## src/design/pcbr_pkg.sv

```systemverilog
// ----------------------------------------------------------------------------
// pcbr_pkg
// Types and constants shared by the bandwidth regulator and its channels.
// ----------------------------------------------------------------------------
package pcbr_pkg;

   localparam int PeriodW   = 20;
   localparam int CountW    = 28;
   localparam int EventW    = 8;
   localparam int CoreIdxW  = 2;
   localparam int MaskW     = 4;
   localparam int PeriodsW  = 32;
   localparam int CsrIdxW   = 3;
   localparam int CsrDataW  = 28;

   localparam logic [PeriodW-1:0] PeriodReset = PeriodW'(1000);
   localparam logic [CountW-1:0]  BudgetReset = CountW'(32768);
   localparam logic [CountW-1:0]  UsageMax    = 28'hfffffff;

   typedef enum logic {
      OP_TICK  = 1'b0,
      OP_EVENT = 1'b1
   } opcode_type;

   typedef enum logic [CsrIdxW-1:0] {
      CSR_PERIOD   = 3'd0,
      CSR_BUDGET0  = 3'd1,
      CSR_BUDGET1  = 3'd2,
      CSR_BUDGET2  = 3'd3,
      CSR_BUDGET3  = 3'd4,
      CSR_REALTIME = 3'd5
   } csr_index_type;

endpackage

```

## src/design/pcbr_req_if.sv

```systemverilog
// ----------------------------------------------------------------------------
// pcbr_req_if
// Request channel: ticks and per-core miss event reports, valid/ready.
// ----------------------------------------------------------------------------
interface pcbr_req_if import pcbr_pkg::*; ();

   logic                valid;
   logic                ready;
   logic                opcode;
   logic [CoreIdxW-1:0] core_index;
   logic [EventW-1:0]   event_count;

   modport source (output valid, output opcode, output core_index,
                   output event_count, input ready);
   modport sink   (input valid, input opcode, input core_index,
                   input event_count, output ready);

endinterface

```

## src/design/pcbr_rsp_if.sv

```systemverilog
// ----------------------------------------------------------------------------
// pcbr_rsp_if
// Response channel: throttle state after each transaction, valid/ready.
// ----------------------------------------------------------------------------
interface pcbr_rsp_if import pcbr_pkg::*; ();

   logic                valid;
   logic                ready;
   logic [MaskW-1:0]    core_throttle;
   logic                newly_throttled;
   logic                period_ended;
   logic [PeriodsW-1:0] period_count;

   modport source (output valid, output core_throttle, output newly_throttled,
                   output period_ended, output period_count, input ready);
   modport sink   (input valid, input core_throttle, input newly_throttled,
                   input period_ended, input period_count, output ready);

endinterface

```

## src/design/per_core_bandwidth_regulator_unit.sv

```systemverilog
// ----------------------------------------------------------------------------
// per_core_bandwidth_regulator_unit
// Periodic per-core memory bandwidth regulator with saturating usage counts.
// ----------------------------------------------------------------------------
// Usage:
//   req_chan carries one transaction per tick or per miss-event report from
//   a core. rsp_chan returns exactly one transaction per request: the throttle
//   mask after it, whether it throttled its core, whether it closed a period,
//   and the wrapping count of closed periods.
//   csr_we/csr_index/csr_wdata write the period length, the per-core budgets
//   and the real-time mask; write them only while the block is idle. Zero
//   writes to the period or a budget are dropped.
// Timing:
//   A request lands in the input register, then one pass of logic (a 4:1
//   usage read, a 28-bit saturating add and a budget compare, or a 20-bit
//   tick increment and compare) updates state and the response register.
//   The response register is loaded from the input register and drives
//   rsp_chan. Throughput: one transaction per cycle unless rsp_chan stalls.
// Reset clears all usage, throttle and period state and loads the register
//   defaults. When rsp_chan stalls, the response holds, the input register
//   fills, and req_chan.ready drops until the response is taken.
// ----------------------------------------------------------------------------
module per_core_bandwidth_regulator_unit import pcbr_pkg::*; #(
   parameter int CORES = 4
) (
   input  logic                clock,
   input  logic                reset,
   pcbr_req_if.sink            req_chan,
   pcbr_rsp_if.source          rsp_chan,
   input  logic                csr_we,
   input  logic [CsrIdxW-1:0]  csr_index,
   input  logic [CsrDataW-1:0] csr_wdata
);

   localparam int CoreW = (CORES > 1) ? $clog2(CORES) : 1;

   // configuration
   logic [PeriodW-1:0] period_ff;
   logic [CountW-1:0]  budget_ff [CORES];
   logic [CORES-1:0]   rt_ff;
   logic [CsrIdxW-1:0] budget_sel;

   // input register
   logic                s1_valid_ff, s1_valid_in;
   logic                s1_op_ff;
   logic [CoreIdxW-1:0] s1_core_ff;
   logic [EventW-1:0]   s1_events_ff;

   // regulator state
   logic [CountW-1:0]   usage_ff [CORES];
   logic [CountW-1:0]   usage_in [CORES];
   logic [CORES-1:0]    thr_ff, thr_in;
   logic [PeriodW-1:0]  tick_ff, tick_in;
   logic [PeriodsW-1:0] periods_ff, periods_in;

   // response register
   logic rsp_valid_ff, rsp_valid_in;
   logic newly_ff, newly_in;
   logic ended_ff, ended_in;

   logic               req_fire;
   logic               advance;
   logic               load;
   logic               core_ok;
   logic [CoreW-1:0]   core_sel;
   logic [CountW:0]    sum_wide;
   logic [CountW-1:0]  sum_sat;
   logic [PeriodW-1:0] tick_next;
   logic               period_hit;

   // ------------------------------------------------------------------
   // Configuration registers
   // ------------------------------------------------------------------
   assign budget_sel = csr_index - CsrIdxW'(CSR_BUDGET0);

   always_ff @(posedge clock) begin
      if (reset) begin
         period_ff <= PeriodReset;
         rt_ff     <= '0;
         for (int c = 0; c < CORES; c++) begin
            budget_ff[c] <= BudgetReset;
         end
      end else if (csr_we) begin
         case (csr_index) inside
            CSR_PERIOD: begin
               if (csr_wdata[PeriodW-1:0] != '0) begin
                  period_ff <= csr_wdata[PeriodW-1:0];
               end
            end
            CSR_BUDGET0, CSR_BUDGET1, CSR_BUDGET2, CSR_BUDGET3: begin
               for (int c = 0; c < CORES; c++) begin
                  if (budget_sel == CsrIdxW'(c) && csr_wdata != '0) begin
                     budget_ff[c] <= csr_wdata;
                  end
               end
            end
            CSR_REALTIME: begin
               rt_ff <= csr_wdata[CORES-1:0];
            end
            default: begin
            end
         endcase
      end
   end

   // ------------------------------------------------------------------
   // Handshake
   // ------------------------------------------------------------------
   assign advance        = !rsp_valid_ff || rsp_chan.ready;
   assign req_chan.ready = !s1_valid_ff || advance;
   assign req_fire       = req_chan.valid && req_chan.ready;
   assign load           = s1_valid_ff && advance;

   always_comb begin
      if (req_fire) begin
         s1_valid_in = 1'b1;
      end else if (advance) begin
         s1_valid_in = 1'b0;
      end else begin
         s1_valid_in = s1_valid_ff;
      end
      if (load) begin
         rsp_valid_in = 1'b1;
      end else if (rsp_chan.ready) begin
         rsp_valid_in = 1'b0;
      end else begin
         rsp_valid_in = rsp_valid_ff;
      end
   end

   always_ff @(posedge clock) begin
      if (reset) begin
         s1_valid_ff  <= 1'b0;
         rsp_valid_ff <= 1'b0;
      end else begin
         s1_valid_ff  <= s1_valid_in;
         rsp_valid_ff <= rsp_valid_in;
      end
   end

   always_ff @(posedge clock) begin
      if (req_fire) begin
         s1_op_ff     <= req_chan.opcode;
         s1_core_ff   <= req_chan.core_index;
         s1_events_ff <= req_chan.event_count;
      end
   end

   // ------------------------------------------------------------------
   // Regulation pass
   // ------------------------------------------------------------------
   assign core_ok    = int'(s1_core_ff) < CORES;
   assign core_sel   = s1_core_ff[CoreW-1:0];
   assign sum_wide   = {1'b0, usage_ff[core_sel]} + (CountW+1)'(s1_events_ff);
   assign sum_sat    = sum_wide[CountW] ? UsageMax : sum_wide[CountW-1:0];
   assign tick_next  = tick_ff + PeriodW'(1);
   assign period_hit = (tick_next >= period_ff) || (tick_next == '0);

   always_comb begin
      usage_in   = usage_ff;
      thr_in     = thr_ff;
      tick_in    = tick_ff;
      periods_in = periods_ff;
      newly_in   = newly_ff;
      ended_in   = ended_ff;
      if (load) begin
         newly_in = 1'b0;
         ended_in = 1'b0;
         if (s1_op_ff == OP_TICK) begin
            if (period_hit) begin
               // close the period: clear usage and throttles
               for (int c = 0; c < CORES; c++) begin
                  usage_in[c] = '0;
               end
               thr_in     = '0;
               tick_in    = '0;
               periods_in = periods_ff + PeriodsW'(1);
               ended_in   = 1'b1;
            end else begin
               tick_in = tick_next;
            end
         end else if (core_ok) begin
            usage_in[core_sel] = sum_sat;
            if (sum_sat >= budget_ff[core_sel] && !rt_ff[core_sel] &&
                !thr_ff[core_sel]) begin
               thr_in[core_sel] = 1'b1;
               newly_in         = 1'b1;
            end
         end
      end
   end

   always_ff @(posedge clock) begin
      if (reset) begin
         for (int c = 0; c < CORES; c++) begin
            usage_ff[c] <= '0;
         end
         thr_ff     <= '0;
         tick_ff    <= '0;
         periods_ff <= '0;
         newly_ff   <= 1'b0;
         ended_ff   <= 1'b0;
      end else begin
         usage_ff   <= usage_in;
         thr_ff     <= thr_in;
         tick_ff    <= tick_in;
         periods_ff <= periods_in;
         newly_ff   <= newly_in;
         ended_ff   <= ended_in;
      end
   end

   // State only moves when a new response loads, so it doubles as the
   // held response payload.
   assign rsp_chan.valid           = rsp_valid_ff;
   assign rsp_chan.core_throttle   = MaskW'(thr_ff);
   assign rsp_chan.newly_throttled = newly_ff;
   assign rsp_chan.period_ended    = ended_ff;
   assign rsp_chan.period_count    = periods_ff;

`ifndef ASSERT_OFF
   a_end_excl : assert property (@(posedge clock) disable iff (reset)
      rsp_valid_ff |-> !(ended_ff && newly_ff))
      else $error("period end and new throttle in one response");

   a_end_clears : assert property (@(posedge clock) disable iff (reset)
      (rsp_valid_ff && ended_ff) |-> (thr_ff == '0))
      else $error("throttles not cleared at period end");

   a_period_step : assert property (@(posedge clock) disable iff (reset)
      (load && s1_op_ff == OP_TICK && period_hit) |=>
         (periods_ff == $past(periods_ff) + PeriodsW'(1)))
      else $error("period count did not advance");

   a_rt_never : assert property (@(posedge clock) disable iff (reset)
      (load && newly_in) |-> !rt_ff[core_sel])
      else $error("real-time core throttled");
`endif

endmodule
```

## src/flat_wrapper.sv

```systemverilog
// flat-port wrapper written by rule: the top's interface ports become plain ports
module per_core_bandwidth_regulator_unit_flat import pcbr_pkg::*;
#(
   parameter int CORES = 4
)
  (clock, reset, csr_we, csr_index, csr_wdata, req_chan_valid, req_chan_opcode, req_chan_core_index, req_chan_event_count, req_chan_ready, rsp_chan_valid, rsp_chan_core_throttle, rsp_chan_newly_throttled, rsp_chan_period_ended, rsp_chan_period_count, rsp_chan_ready);
  pcbr_req_if req_chan_i ();
  pcbr_rsp_if rsp_chan_i ();
  input  logic clock;
  input  logic reset;
  input  logic csr_we;
  input  logic [CsrIdxW-1:0] csr_index;
  input  logic [CsrDataW-1:0] csr_wdata;
  input wire logic [$bits(req_chan_i.valid)-1:0] req_chan_valid;
  input wire logic [$bits(req_chan_i.opcode)-1:0] req_chan_opcode;
  input wire logic [$bits(req_chan_i.core_index)-1:0] req_chan_core_index;
  input wire logic [$bits(req_chan_i.event_count)-1:0] req_chan_event_count;
  output wire logic [$bits(req_chan_i.ready)-1:0] req_chan_ready;
  output wire logic [$bits(rsp_chan_i.valid)-1:0] rsp_chan_valid;
  output wire logic [$bits(rsp_chan_i.core_throttle)-1:0] rsp_chan_core_throttle;
  output wire logic [$bits(rsp_chan_i.newly_throttled)-1:0] rsp_chan_newly_throttled;
  output wire logic [$bits(rsp_chan_i.period_ended)-1:0] rsp_chan_period_ended;
  output wire logic [$bits(rsp_chan_i.period_count)-1:0] rsp_chan_period_count;
  input wire logic [$bits(rsp_chan_i.ready)-1:0] rsp_chan_ready;
  assign req_chan_i.valid = req_chan_valid;
  assign req_chan_i.opcode = req_chan_opcode;
  assign req_chan_i.core_index = req_chan_core_index;
  assign req_chan_i.event_count = req_chan_event_count;
  assign req_chan_ready = req_chan_i.ready;
  assign rsp_chan_valid = rsp_chan_i.valid;
  assign rsp_chan_core_throttle = rsp_chan_i.core_throttle;
  assign rsp_chan_newly_throttled = rsp_chan_i.newly_throttled;
  assign rsp_chan_period_ended = rsp_chan_i.period_ended;
  assign rsp_chan_period_count = rsp_chan_i.period_count;
  assign rsp_chan_i.ready = rsp_chan_ready;
  per_core_bandwidth_regulator_unit #(.CORES(CORES)) u_core (.clock(clock), .reset(reset), .req_chan(req_chan_i), .rsp_chan(rsp_chan_i), .csr_we(csr_we), .csr_index(csr_index), .csr_wdata(csr_wdata));
endmodule
```

## config.mk

```make
export PLATFORM = sky130hd
export DESIGN_NAME = per_core_bandwidth_regulator_unit_flat
export DESIGN_NICKNAME = d
export VERILOG_FILES = /design/src/design/pcbr_pkg.sv /design/src/design/pcbr_req_if.sv /design/src/design/pcbr_rsp_if.sv /design/src/design/per_core_bandwidth_regulator_unit.sv /design/src/flat_wrapper.sv
export SDC_FILE = /design/constraint.sdc
export NUM_CORES = 1
export LEC_CHECK = 0
export ABC_AREA = 1
export ABC_CLOCK_PERIOD_IN_PS = 10800
export BUFFER_PORTS_ARGS = -buffer_cell sky130_fd_sc_hd__buf_2
export CELL_PAD_IN_SITES_DETAIL_PLACEMENT = 1
export CELL_PAD_IN_SITES_GLOBAL_PLACEMENT = 1
export CORE_MARGIN = 5
export CORE_UTILIZATION = 25
export CTS_CLUSTER_DIAMETER = 50
export DETAILED_ROUTE_END_ITERATION = 10
export PLACE_DENSITY_LB_ADDON = 0.1
export SLEW_MARGIN = 20
export SYNTH_ARGS = -nofsm -noshare
export SYNTH_HDL_FRONTEND = slang
export SYNTH_SLANG_ARGS = --single-unit
```

## constraint.sdc

```tcl
create_clock -name clock -period 10.8 [get_ports clock]
set_input_delay 1.08 -clock clock [delete_from_list [all_inputs] [get_ports clock]]
set_output_delay 1.08 -clock clock [all_outputs]
set_load 0.01 [all_outputs]
```

# Word-level counts from Yosys, hierarchy flattened
# Memory sizes are Yosys's and may differ from the RTL's. A register that Yosys moved wholly into a read port is not among the register bits.
# Cells that the tools add are included.
[op_classes]
addsub = 4
n_lt_le_gt_ge = 6
n_eq_ne = 9
n_mux = 58
bitwise_logic = 9
reduce_logical = 32
[ops]
columns = ["cell", "count"]
rows = [
  ["two-way mux 112 bit", 2],
  ["two-way mux 28 bit", 8],
  ["bitwise mux 112 bit", 1],
  ["binary-select mux 28 bit (select 2 bit)", 1],
  ["demux 28 bit (select 2 bit)", 1],
  ["two-way mux 1 bit", 37],
  ["adder 32 x 1 -> 32 bit (second input constant)", 1],
  ["adder 28 x 8 -> 29 bit", 1],
  [">= comparator 28 bit", 1],
  ["nonzero test 28 bit", 1],
  ["adder 20 x 1 -> 20 bit (second input constant)", 1],
  [">= comparator 20 bit", 1],
  ["logical NOT 20 bit", 1],
  ["two-way mux 20 bit", 1],
  ["nonzero test 20 bit", 1],
  ["== test 3 x 2 -> 1 bit (second input constant)", 4],
  ["two-way mux 4 bit", 3],
  ["logical AND 1 bit", 10],
  ["AND reduction 3 bit", 3],
  ["== test 3 x 1 -> 1 bit (second input constant)", 2],
  ["== test 3 bit (second input constant)", 2],
  ["logical NOT 3 bit", 2],
  ["nonzero test 2 bit", 3],
  ["binary-select mux 1 bit (select 2 bit)", 2],
  ["other kinds (17)", 28],
]
[word_totals]
regBits = 207
mem_bits_rw = 112
input_bits = 47
out_inout_bits = 40
elab_cells = 135
memories = 1
[mem_list]
columns = ["memory", "depth", "word_bits", "rd", "rd_clocked_by_memory_dff", "wr", "line", "source"]
rows = [
  ["u_core.budget_ff", 4, 28, 1, 1, 4, "per_core_bandwidth_regulator_unit.sv:39", "logic [CountW-1:0] budget_ff [CORES];"],
]

# Depth between registers and ports, before layout
# Gate-level depths: netlist of run 1.
[logic_depth]
depth_word = 11
depth_mapped = 30
mapped_depth_nobuf = 28

# Worst setup path before layout of run 1
# No wires, ideal clock.
[synth_timing]
path_kind = "register to register"
from = "reg u_core.s1_core_ff[0] (netlist: u_core.core_sel[0])"
to = "reg u_core.thr_ff[0] (netlist: u_core.rsp_chan.core_throttle[0])"
setup_ns = 0.120
arrival_ns = 3.865
required_time_ns = 10.680
slack_ns = 6.815
stages_incl_launch_ff = 31
path_buffers = 3
synth_period_minus_slack_ns = 3.985
cell_sequence = "edfxtp_1 -> buf_4 -> nor2_4 -> buf_4 -> clkbuf_1 -> a22oi_1 -> nand2_1 -> ha_1 -> fa_1 -> nand3_1 -> nand2_1 -> nand2_1 -> nand3_1 -> nand2_1 -> nor2_4 -> nand2_1 -> nand2_1 -> nand2_1 -> nor2_1 -> inv_1 -> ha_1 -> nand2_1 -> nor2_1 -> a211oi_1 -> nand2_1 -> a21oi_1 -> nand3_1 -> nand2_1 -> nand2_1 -> nand2_1 -> a21oi_1"
[synth_via]
elab_chain_len = 11
word_cells_on_any_way = 25
cone_classes = "add/sub (1); order compare (3); eq/ne (1); mux (12); bitwise (2); reduce/logical (6)"
[synth_rtl]
columns = ["item", "line", "source"]
rows = [
  ["from (decl)", "per_core_bandwidth_regulator_unit.sv:46", "logic [CoreIdxW-1:0] s1_core_ff;"],
  ["from (signal assigned)", "per_core_bandwidth_regulator_unit.sv:144", "s1_core_ff <= req_chan.core_index;"],
  ["inverter 2 -> 3 bit (implied by the code)", "per_core_bandwidth_regulator_unit.sv:154", "assign sum_wide = {1'b0, usage_ff[core_sel]} + (CountW+1)'(s1_events_ff);"],
  ["binary-select mux 28 bit (select 2 bit)", "per_core_bandwidth_regulator_unit.sv:154", ""],
  ["two-way mux 28 bit (implied by the code) (2 in a row)", "per_core_bandwidth_regulator_unit.sv:154", ""],
  ["adder 28 x 8 -> 29 bit", "per_core_bandwidth_regulator_unit.sv:154", ""],
  ["two-way mux 28 bit", "per_core_bandwidth_regulator_unit.sv:155", "assign sum_sat = sum_wide[CountW] ? UsageMax : sum_wide[CountW-1:0];"],
  [">= comparator 28 bit", "per_core_bandwidth_regulator_unit.sv:184", "if (sum_sat >= budget_ff[core_sel] && !rt_ff[core_sel] &&"],
  ["logical AND 1 bit (2 in a row)", "per_core_bandwidth_regulator_unit.sv:184", ""],
  ["!= test 2 bit (no line)", "-", ""],
  ["AND reduction 3 bit (no line)", "-", ""],
  ["to (signal assigned)", "per_core_bandwidth_regulator_unit.sv:205", "thr_ff <= thr_in;"],
  ["to (decl)", "per_core_bandwidth_regulator_unit.sv:52", "logic [CORES-1:0] thr_ff, thr_in;"],
]
# Several ways; a longest one is shown, not always the timed one. The select of a mux whose other input is x is not followed.
# A chain may end at the register's enable or synchronous reset.

# Worst setup path in the final report of run 1
[layout_timing]
from = "reg u_core.s1_core_ff[0] (netlist: u_core.core_sel[0])"
to = "reg u_core.thr_ff[2] (netlist: u_core.rsp_chan.core_throttle[2])"
# Same word-level chain as after synthesis.

==> results of run 1 <==
layout by cell type (no fill, tap or decap), drive strengths merged, types with 7 or more instances in the layout:
cell,Yosys,layout
buf,54,106
xor2,28,28
inv,215,219
nand3,158,158
edfxtp,123,123
nor4,12,12
o211ai,7,7
clkinv,2,22
ha,58,58
dfxtp,198,198
nor3,23,23
a32o,27,27
o21ai,53,53
and2,9,9
a22oi,12,12
nand3b,45,45
xnor2,7,7
a21oi,201,201
nand4,34,34
nand2,778,778
clkbuf,65,80
nor2,333,333
flip-flops by register name, summed over array words and instances (netlist names), 2 cells and up, named ones only:
name	flops
u_core.budget_ff	112
u_core.core_sel	2
u_core.period_ff	20
u_core.rsp_chan.core_throttle	4
u_core.rsp_chan.period_count	32
u_core.rt_ff	4
u_core.s1_events_ff	8
u_core.tick_ff	20
u_core.usage_ff	112
worst max-delay path: cells and delay by family (launching register included):
kind / cells / cell delay, ns
buffers and inverters: 5 / 1.54
AOI/OAI and AO/OA: 4 / 0.55
DFF: 1 / 0.55
adders and majority gates: 3 / 0.70
and+or+nand+nor: 16 / 2.57
cell families (layout without fill, tap and decap cells):
| kind of cell | count (synthesis) | in the layout | synth area share (%) |
|---|---|---|---|
| simple gates | 1396 | 1396 | 33.18 |
| flops | 321 | 321 | 42.84 |
| compound gates | 314 | 314 | 10.03 |
| buf+inv | 336 | 439 | 8.063 |
| other cells | 0 | 1 | 0 |
| fa+ha+maj | 59 | 59 | 4.172 |
| xor+xnor | 35 | 35 | 1.715 |
stage by stage:
stage               hold slack [ns]  setup WS (ns)
finish                       0.4629          4.746
detailed placement           0.4553          4.659
CTS                          0.4630          4.656
global placement             0.4467          4.850
global route                 0.4885          4.195
floorplan                    0.4274          6.815
final timing paths:
check,start,endpoint,cells after the start
setup / recovery,u_core.core_sel[0],u_core.rsp_chan.core_throttle[2],28
hold / removal,u_core.period_ff[1],u_core.period_ff[1],2
setup reg to reg,u_core.core_sel[0],u_core.rsp_chan.core_throttle[2],28
hold reg to reg,u_core.period_ff[1],u_core.period_ff[1],2
synthesized netlist by cell type, types with 2 or more instances:
| cell type | count |
|---|---|
| inv_1 | 209 |
| clkbuf_1 | 65 |
| ha_1 | 58 |
| xor2_1 | 28 |
| or2_2 | 2 |
| nand3_2 | 14 |
| and2_0 | 2 |
| nand3_1 | 144 |
| o21ai_0 | 49 |
| and2_1 | 7 |
| edfxtp_1 | 123 |
| nor2_1 | 320 |
| nor4_1 | 12 |
| buf_1 | 10 |
| nand3b_1 | 45 |
| a21o_1 | 2 |
| nor2_4 | 4 |
| a22oi_1 | 12 |
| a21oi_1 | 201 |
| dfxtp_1 | 198 |
| nor2_2 | 9 |
| buf_2 | 9 |
| xnor2_1 | 7 |
| nand4_1 | 34 |
| buf_6 | 10 |
| nor3_1 | 23 |
| inv_2 | 6 |
| nand2_1 | 770 |
| clkinv_1 | 2 |
| o221ai_1 | 2 |
| o21bai_1 | 6 |
| o211ai_1 | 7 |
| o21ai_1 | 3 |
| a32o_1 | 27 |
| nand2_2 | 7 |
| buf_4 | 25 |
layer usage:
layer	vias to the layer above	GRT usage (%)	routed length, microns
met5	-	0	0
met4	0	3.988	1396
met3	99	2.676	2190
met2	247	29.64	32300
met1	8060	24.26	33950
li1	8174	-	-
area by class of cell:
type	count	area share, %
multi-input combinational	1804	41.37
sequential	321	36.02
clock buffer	80	8.603
tap	950	5.590
inverter	217	3.831
timing repair buffer	106	2.742
clock inverter	36	1.836
antenna	1	0.01177
report_power, final:
group	internal (mW)	switching, mW
Sequential	1.30	0.0175
Clock	1.35	0.712
Combinational	0.0712	0.196
==> reports/results.ini, run 1 <==
[drt]
drt-wirelength-per-cell_microns=19.87
dr_total_vias=16580
vias_per_cell=4.717
first_pass_iters=5
wl_microns=69840
drc=0
detail-route-antenna-nets=0
drt_iter0_markers=919

[power]
p_per_area_mw_per_mm2=171.6
power.leakage_nw=9.040
irDropWorstVdd_uv=84.66
p_total_mw=3.650

[clock_tree]
cts.repair.resized=0
cts_tree=yes
cts_buffers=66
cts_hold_buf=0
cts.sinks=321
path_clk_slew_ns=0.05
postCtsSetupBuffers=0
cts_buffer_depth=3
clockRootBuffer=clkbuf_16
htree_levels=3
clk_latency_ns=0.59

[setup_path]
path_max_fanout=39
r2r_setup_slack_ns=4.75
critPathMaxStageDelay_ns=0.83
cp_common_cell=nand2_1
cpMaxStageDelayCell=nand3_2
cp-end-kind=flip-flop
arrival_ns=6.52
startpoint_type=flip-flop
crit_type=reg2reg
worstPathRequired_ns=11.26

[floorplanning]
die_area_sq_mm=0.07695
start_util_pct=25.09
placementRows=98
io_pins=87
core-area_sq_mm=0.07124
die_w_microns=277.4
die_y_microns=277.4

[yosys]
synth_edf_count=123
yosys_warnings=0
synth_top_cell_by_area=dfxtp_1
synth_nets=2567
syn-instance-count=2461
synth_top_area_share_pct=22.17
synth_cell_types=45
synth_ff_type=dfxtp_1
ys_seq_area_share_pct=42.84
avgSynthCellArea_sq_um=7.264
netlist_area_sq_mm=0.01788
synthArstFlopShare_pct=0
synth_area_leaders=dfxtp_1 (22%), edfxtp_1 (21%), nand2_1 (16%)
ys_ff_latch=321

[global_route]
grt_overflow=0
grt_pass1_vias=17192
grt_max_degree=85
antenna_found_initial=1
grt_pass1_wl_microns=106300
grt_usage_pct=17.71

[placed_design]
place.gp.congestion=0.7960
dp_hpwl_microns=46740
portBuffers=86
placed_area_sq_mm=0.01904
dpl.cell_count=3398

[timing]
skew_ns=0.03038
slew_viol_final=0
fmax_mhz=165.2
maxSlewHeadroom_pct=26.19
finalHoldViolCount=0
setup_viol=0
fin_crit_sh_pct=56.06
setup_tns_ns=0
layout_min_cycle_time_ns=6.055
rsz0062_at_grt=false
tightest_slew_ns=1.107

[finish]
fin_cells=3515
fin_util_pct=29.85
design_area_sq_mm=0.02126
fillCellCount=8583
multiInputGateArea_sq_mm=0.008797
register_area_sq_mm=0.007659
drive_gt1_share_pct=10.37
syn2layout_area_growth_pct=18.95
layout.nets=2622

[worst_hold_path]
hold_class=reg2reg

[run]
maxCapViolCount=0

[outcome]
status=finished clean

Note: power is estimated with default switching activity, not from simulation.
==> run 2, diff against run 1 <==
--- a/config.mk
+++ b/config.mk
@@ -6,7 +6,7 @@
 export NUM_CORES = 1
 export LEC_CHECK = 0
 export ABC_AREA = 1
-export ABC_CLOCK_PERIOD_IN_PS = 10800
+export ABC_CLOCK_PERIOD_IN_PS = 5100
 export BUFFER_PORTS_ARGS = -buffer_cell sky130_fd_sc_hd__buf_2
 export CELL_PAD_IN_SITES_DETAIL_PLACEMENT = 1
 export CELL_PAD_IN_SITES_GLOBAL_PLACEMENT = 1
==> constraint.sdc (replaced) <==
create_clock -name clock -period 5.1 [get_ports clock]
set_input_delay 0.51 -clock clock [delete_from_list [all_inputs] [get_ports clock]]
set_output_delay 0.51 -clock clock [all_outputs]
set_load 0.01 [all_outputs]
==> reports/results.ini, run 2 (synthesis results as in run 1) <==
[setup_path]
arrival_ns=5.24  ; -1.28 ns
crit_type=reg2reg
critPathMaxStageDelay_ns=0.52  ; -0.31 ns
r2r_setup_slack_ns=0.38  ; -4.37 ns
regToRegStartpoint=u_core.core_sel[1]
worstPathRequired_ns=5.61  ; -5.65 ns
startpoint_type=flip-flop
cp-end-kind=flip-flop
cpMaxStageDelayCell=edfxtp_1
rr_endpoint=u_core.rsp_chan.core_throttle[2]
r2r_cells=28  ; unchanged
path_max_fanout=13  ; -67%

[timing]
maxSlewHeadroom_pct=32.74  ; +6.5 points
setup_tns_ns=0  ; unchanged
setup_viol=0  ; unchanged
fin_crit_sh_pct=92.58  ; +37 points
finalHoldViolCount=0  ; unchanged
skew_ns=0.02134  ; -0.009039 ns
rsz0062_at_grt=false
tightest_slew_ns=1.007  ; -0.09970 ns
fmax_mhz=211.8  ; +28%
layout_min_cycle_time_ns=4.721  ; -1.333 ns
slew_viol_final=0  ; unchanged

[clock_tree]
cts_buffers=59  ; -11%
htree_levels=2  ; -1
clk_latency_ns=0.63  ; +0.04 ns
path_clk_slew_ns=0.06  ; about the same
cts_tree=yes
cts.sinks=321  ; unchanged
clockRootBuffer=clkbuf_16
cts_buffer_depth=3  ; unchanged

[global_route]
antenna_found_initial=1  ; unchanged
grt_pass1_wl_microns=107300  ; +0.93%
grt_overflow=0  ; unchanged
grt_pass1_vias=17301  ; +0.63%
grt_max_degree=74  ; -13%
grt_usage_pct=17.83  ; +0.12 points

[floorplanning]
die_y_microns=277.4  ; unchanged
io_pins=87  ; unchanged
start_util_pct=25.09  ; unchanged
die_area_sq_mm=0.07695  ; unchanged
core-area_sq_mm=0.07124  ; unchanged
die_w_microns=277.4  ; unchanged
placementRows=98  ; unchanged

[worst_hold_path]
hold_path_end=u_core.s1_events_ff[4]
min_path_cells=1  ; -1
hold_class=in2reg
hp-start=req_chan_event_count[4]

[drt]
drc=0  ; unchanged
drt-wirelength-per-cell_microns=20.06  ; +0.96%
first_pass_iters=5  ; unchanged
dr_total_vias=16767  ; +1.1%
detail-route-antenna-nets=0  ; unchanged
drt_iter0_markers=917  ; -0.22%
vias_per_cell=4.744  ; +0.58%
wl_microns=70890  ; +1.5%

[finish]
diodes=0  ; -1
syn2layout_area_growth_pct=19.04  ; about the same
design_area_sq_mm=0.02128  ; about the same
fillCellCount=8623  ; +0.47%
layout.nets=2639  ; +0.65%
layout_common_cells=nand2_1 (766), nor2_1 (320), inv_1 (208)
drive_gt1_share_pct=11.15  ; +0.77 points
layout_commonest_cell=nand2_1

[placed_design]
place.gp.congestion=0.8334  ; +4.7%
dp_hpwl_microns=48930  ; +4.7%
portBuffers=86  ; unchanged
placed_area_sq_mm=0.01925  ; +1.1%

[run]
maxCapViolCount=0  ; unchanged

[power]
p_per_area_mw_per_mm2=344.7  ; +100%
power.leakage_nw=9.028  ; -0.13%
irDropWorstVdd_uv=251.0  ; +200%

[outcome]
status=finished clean

==> run 2: cell count changes in the layout (fill, tap and decap cells not counted), sizes merged <==
cell,previous run,this run
diode,1,0
bufinv,6,4
clkbuf,80,64
dlygate4sd3,0,1
clkinvlp,6,13
buf,106,129
inv,219,226
==> run 2: how the worst max path moves through the flow <==
stage                                  start                          endpoint  slack, ns  cells after the start
after floorplan           u_core.core_sel[0]  u_core.rsp_chan.core_throttle[0]       1.12                     30
after global placement    u_core.core_sel[1]  u_core.rsp_chan.core_throttle[0]       0.42                     28
after detailed placement  u_core.core_sel[0]  u_core.rsp_chan.core_throttle[2]       0.22                     28
after CTS                 u_core.core_sel[0]  u_core.rsp_chan.core_throttle[2]       0.22                     28
after global routing      u_core.core_sel[0]  u_core.rsp_chan.core_throttle[2]       0.01                     28
final                     u_core.core_sel[1]  u_core.rsp_chan.core_throttle[2]       0.38                     28
==> run 2: area by class of cell <==
cell class	instances	area [sq um]	share of cell area, %
Multi-Input combinational cell	1804	8810	41.40
Sequential cell	321	7659	35.99
Tap cell	950	1189	5.586
Clock buffer	64	1525	7.168
Inverter	217	815.8	3.834
Timing Repair Buffer	130	803.3	3.775
Clock inverter	48	478.0	2.246
==> run 2: what timing repair did <==
action,in CTS,in global routing
hold buffers,1,0
hold endpoints to repair,1,0
buffers inserted,0,0
resized for setup,0,2
endpoints found under the setup margin,0,4
==> run 2: where the power goes <==
| part | switching, mW | internal (mW) | leakage, nW | total [mW] |
|---|---|---|---|---|
| clock network | 1.57 | 2.41 | 0.944 | 3.98 |
| registers | 0.0333 | 2.76 | 2.79 | 2.79 |
| logic | 0.410 | 0.159 | 5.29 | 0.568 |
==> run 2: layer usage <==
layer / vias up / GRT usage, % / wire length (microns)
li1: 8210 / - / -
met2: 270 / 29.10 / 32280
met4: 0 / 4.715 / 1777
met3: 100 / 3.021 / 2737
met1: 8187 / 24.54 / 34100
met5: - / 0 / 0
==> run 2: per-stage QoR <==
| step | std cells | setup WS, ns | total power [mW] | util [%] | hold slack, ns |
|---|---|---|---|---|---|
| finish | 3534 | 0.3785 | 7.335 | 29.87 | 0.06434 |
| detailed placement | 3421 | 0.2231 | 3.420 | 27.02 | 0.4598 |
| floorplan | 2461 | 1.115 | 3.178 | - | 0.4274 |
| CTS | 3534 | 0.2227 | 7.468 | 29.85 | 0.005479 |
| global placement | 3421 | 0.4177 | 3.410 | 27.02 | 0.4510 |
| global route | 3534 | 0.01327 | 7.654 | 29.87 | 0.01833 |
==> run 2: critical path: cells and delay by family, from the launching register on <==
| kind | cells | cell delay [ns] |
|---|---|---|
| fa+ha+maj | 3 | 0.91 |
| compound gates | 4 | 0.57 |
| flops | 1 | 0.52 |
| buf+inv | 5 | 0.57 |
| simple gates | 16 | 2.03 |
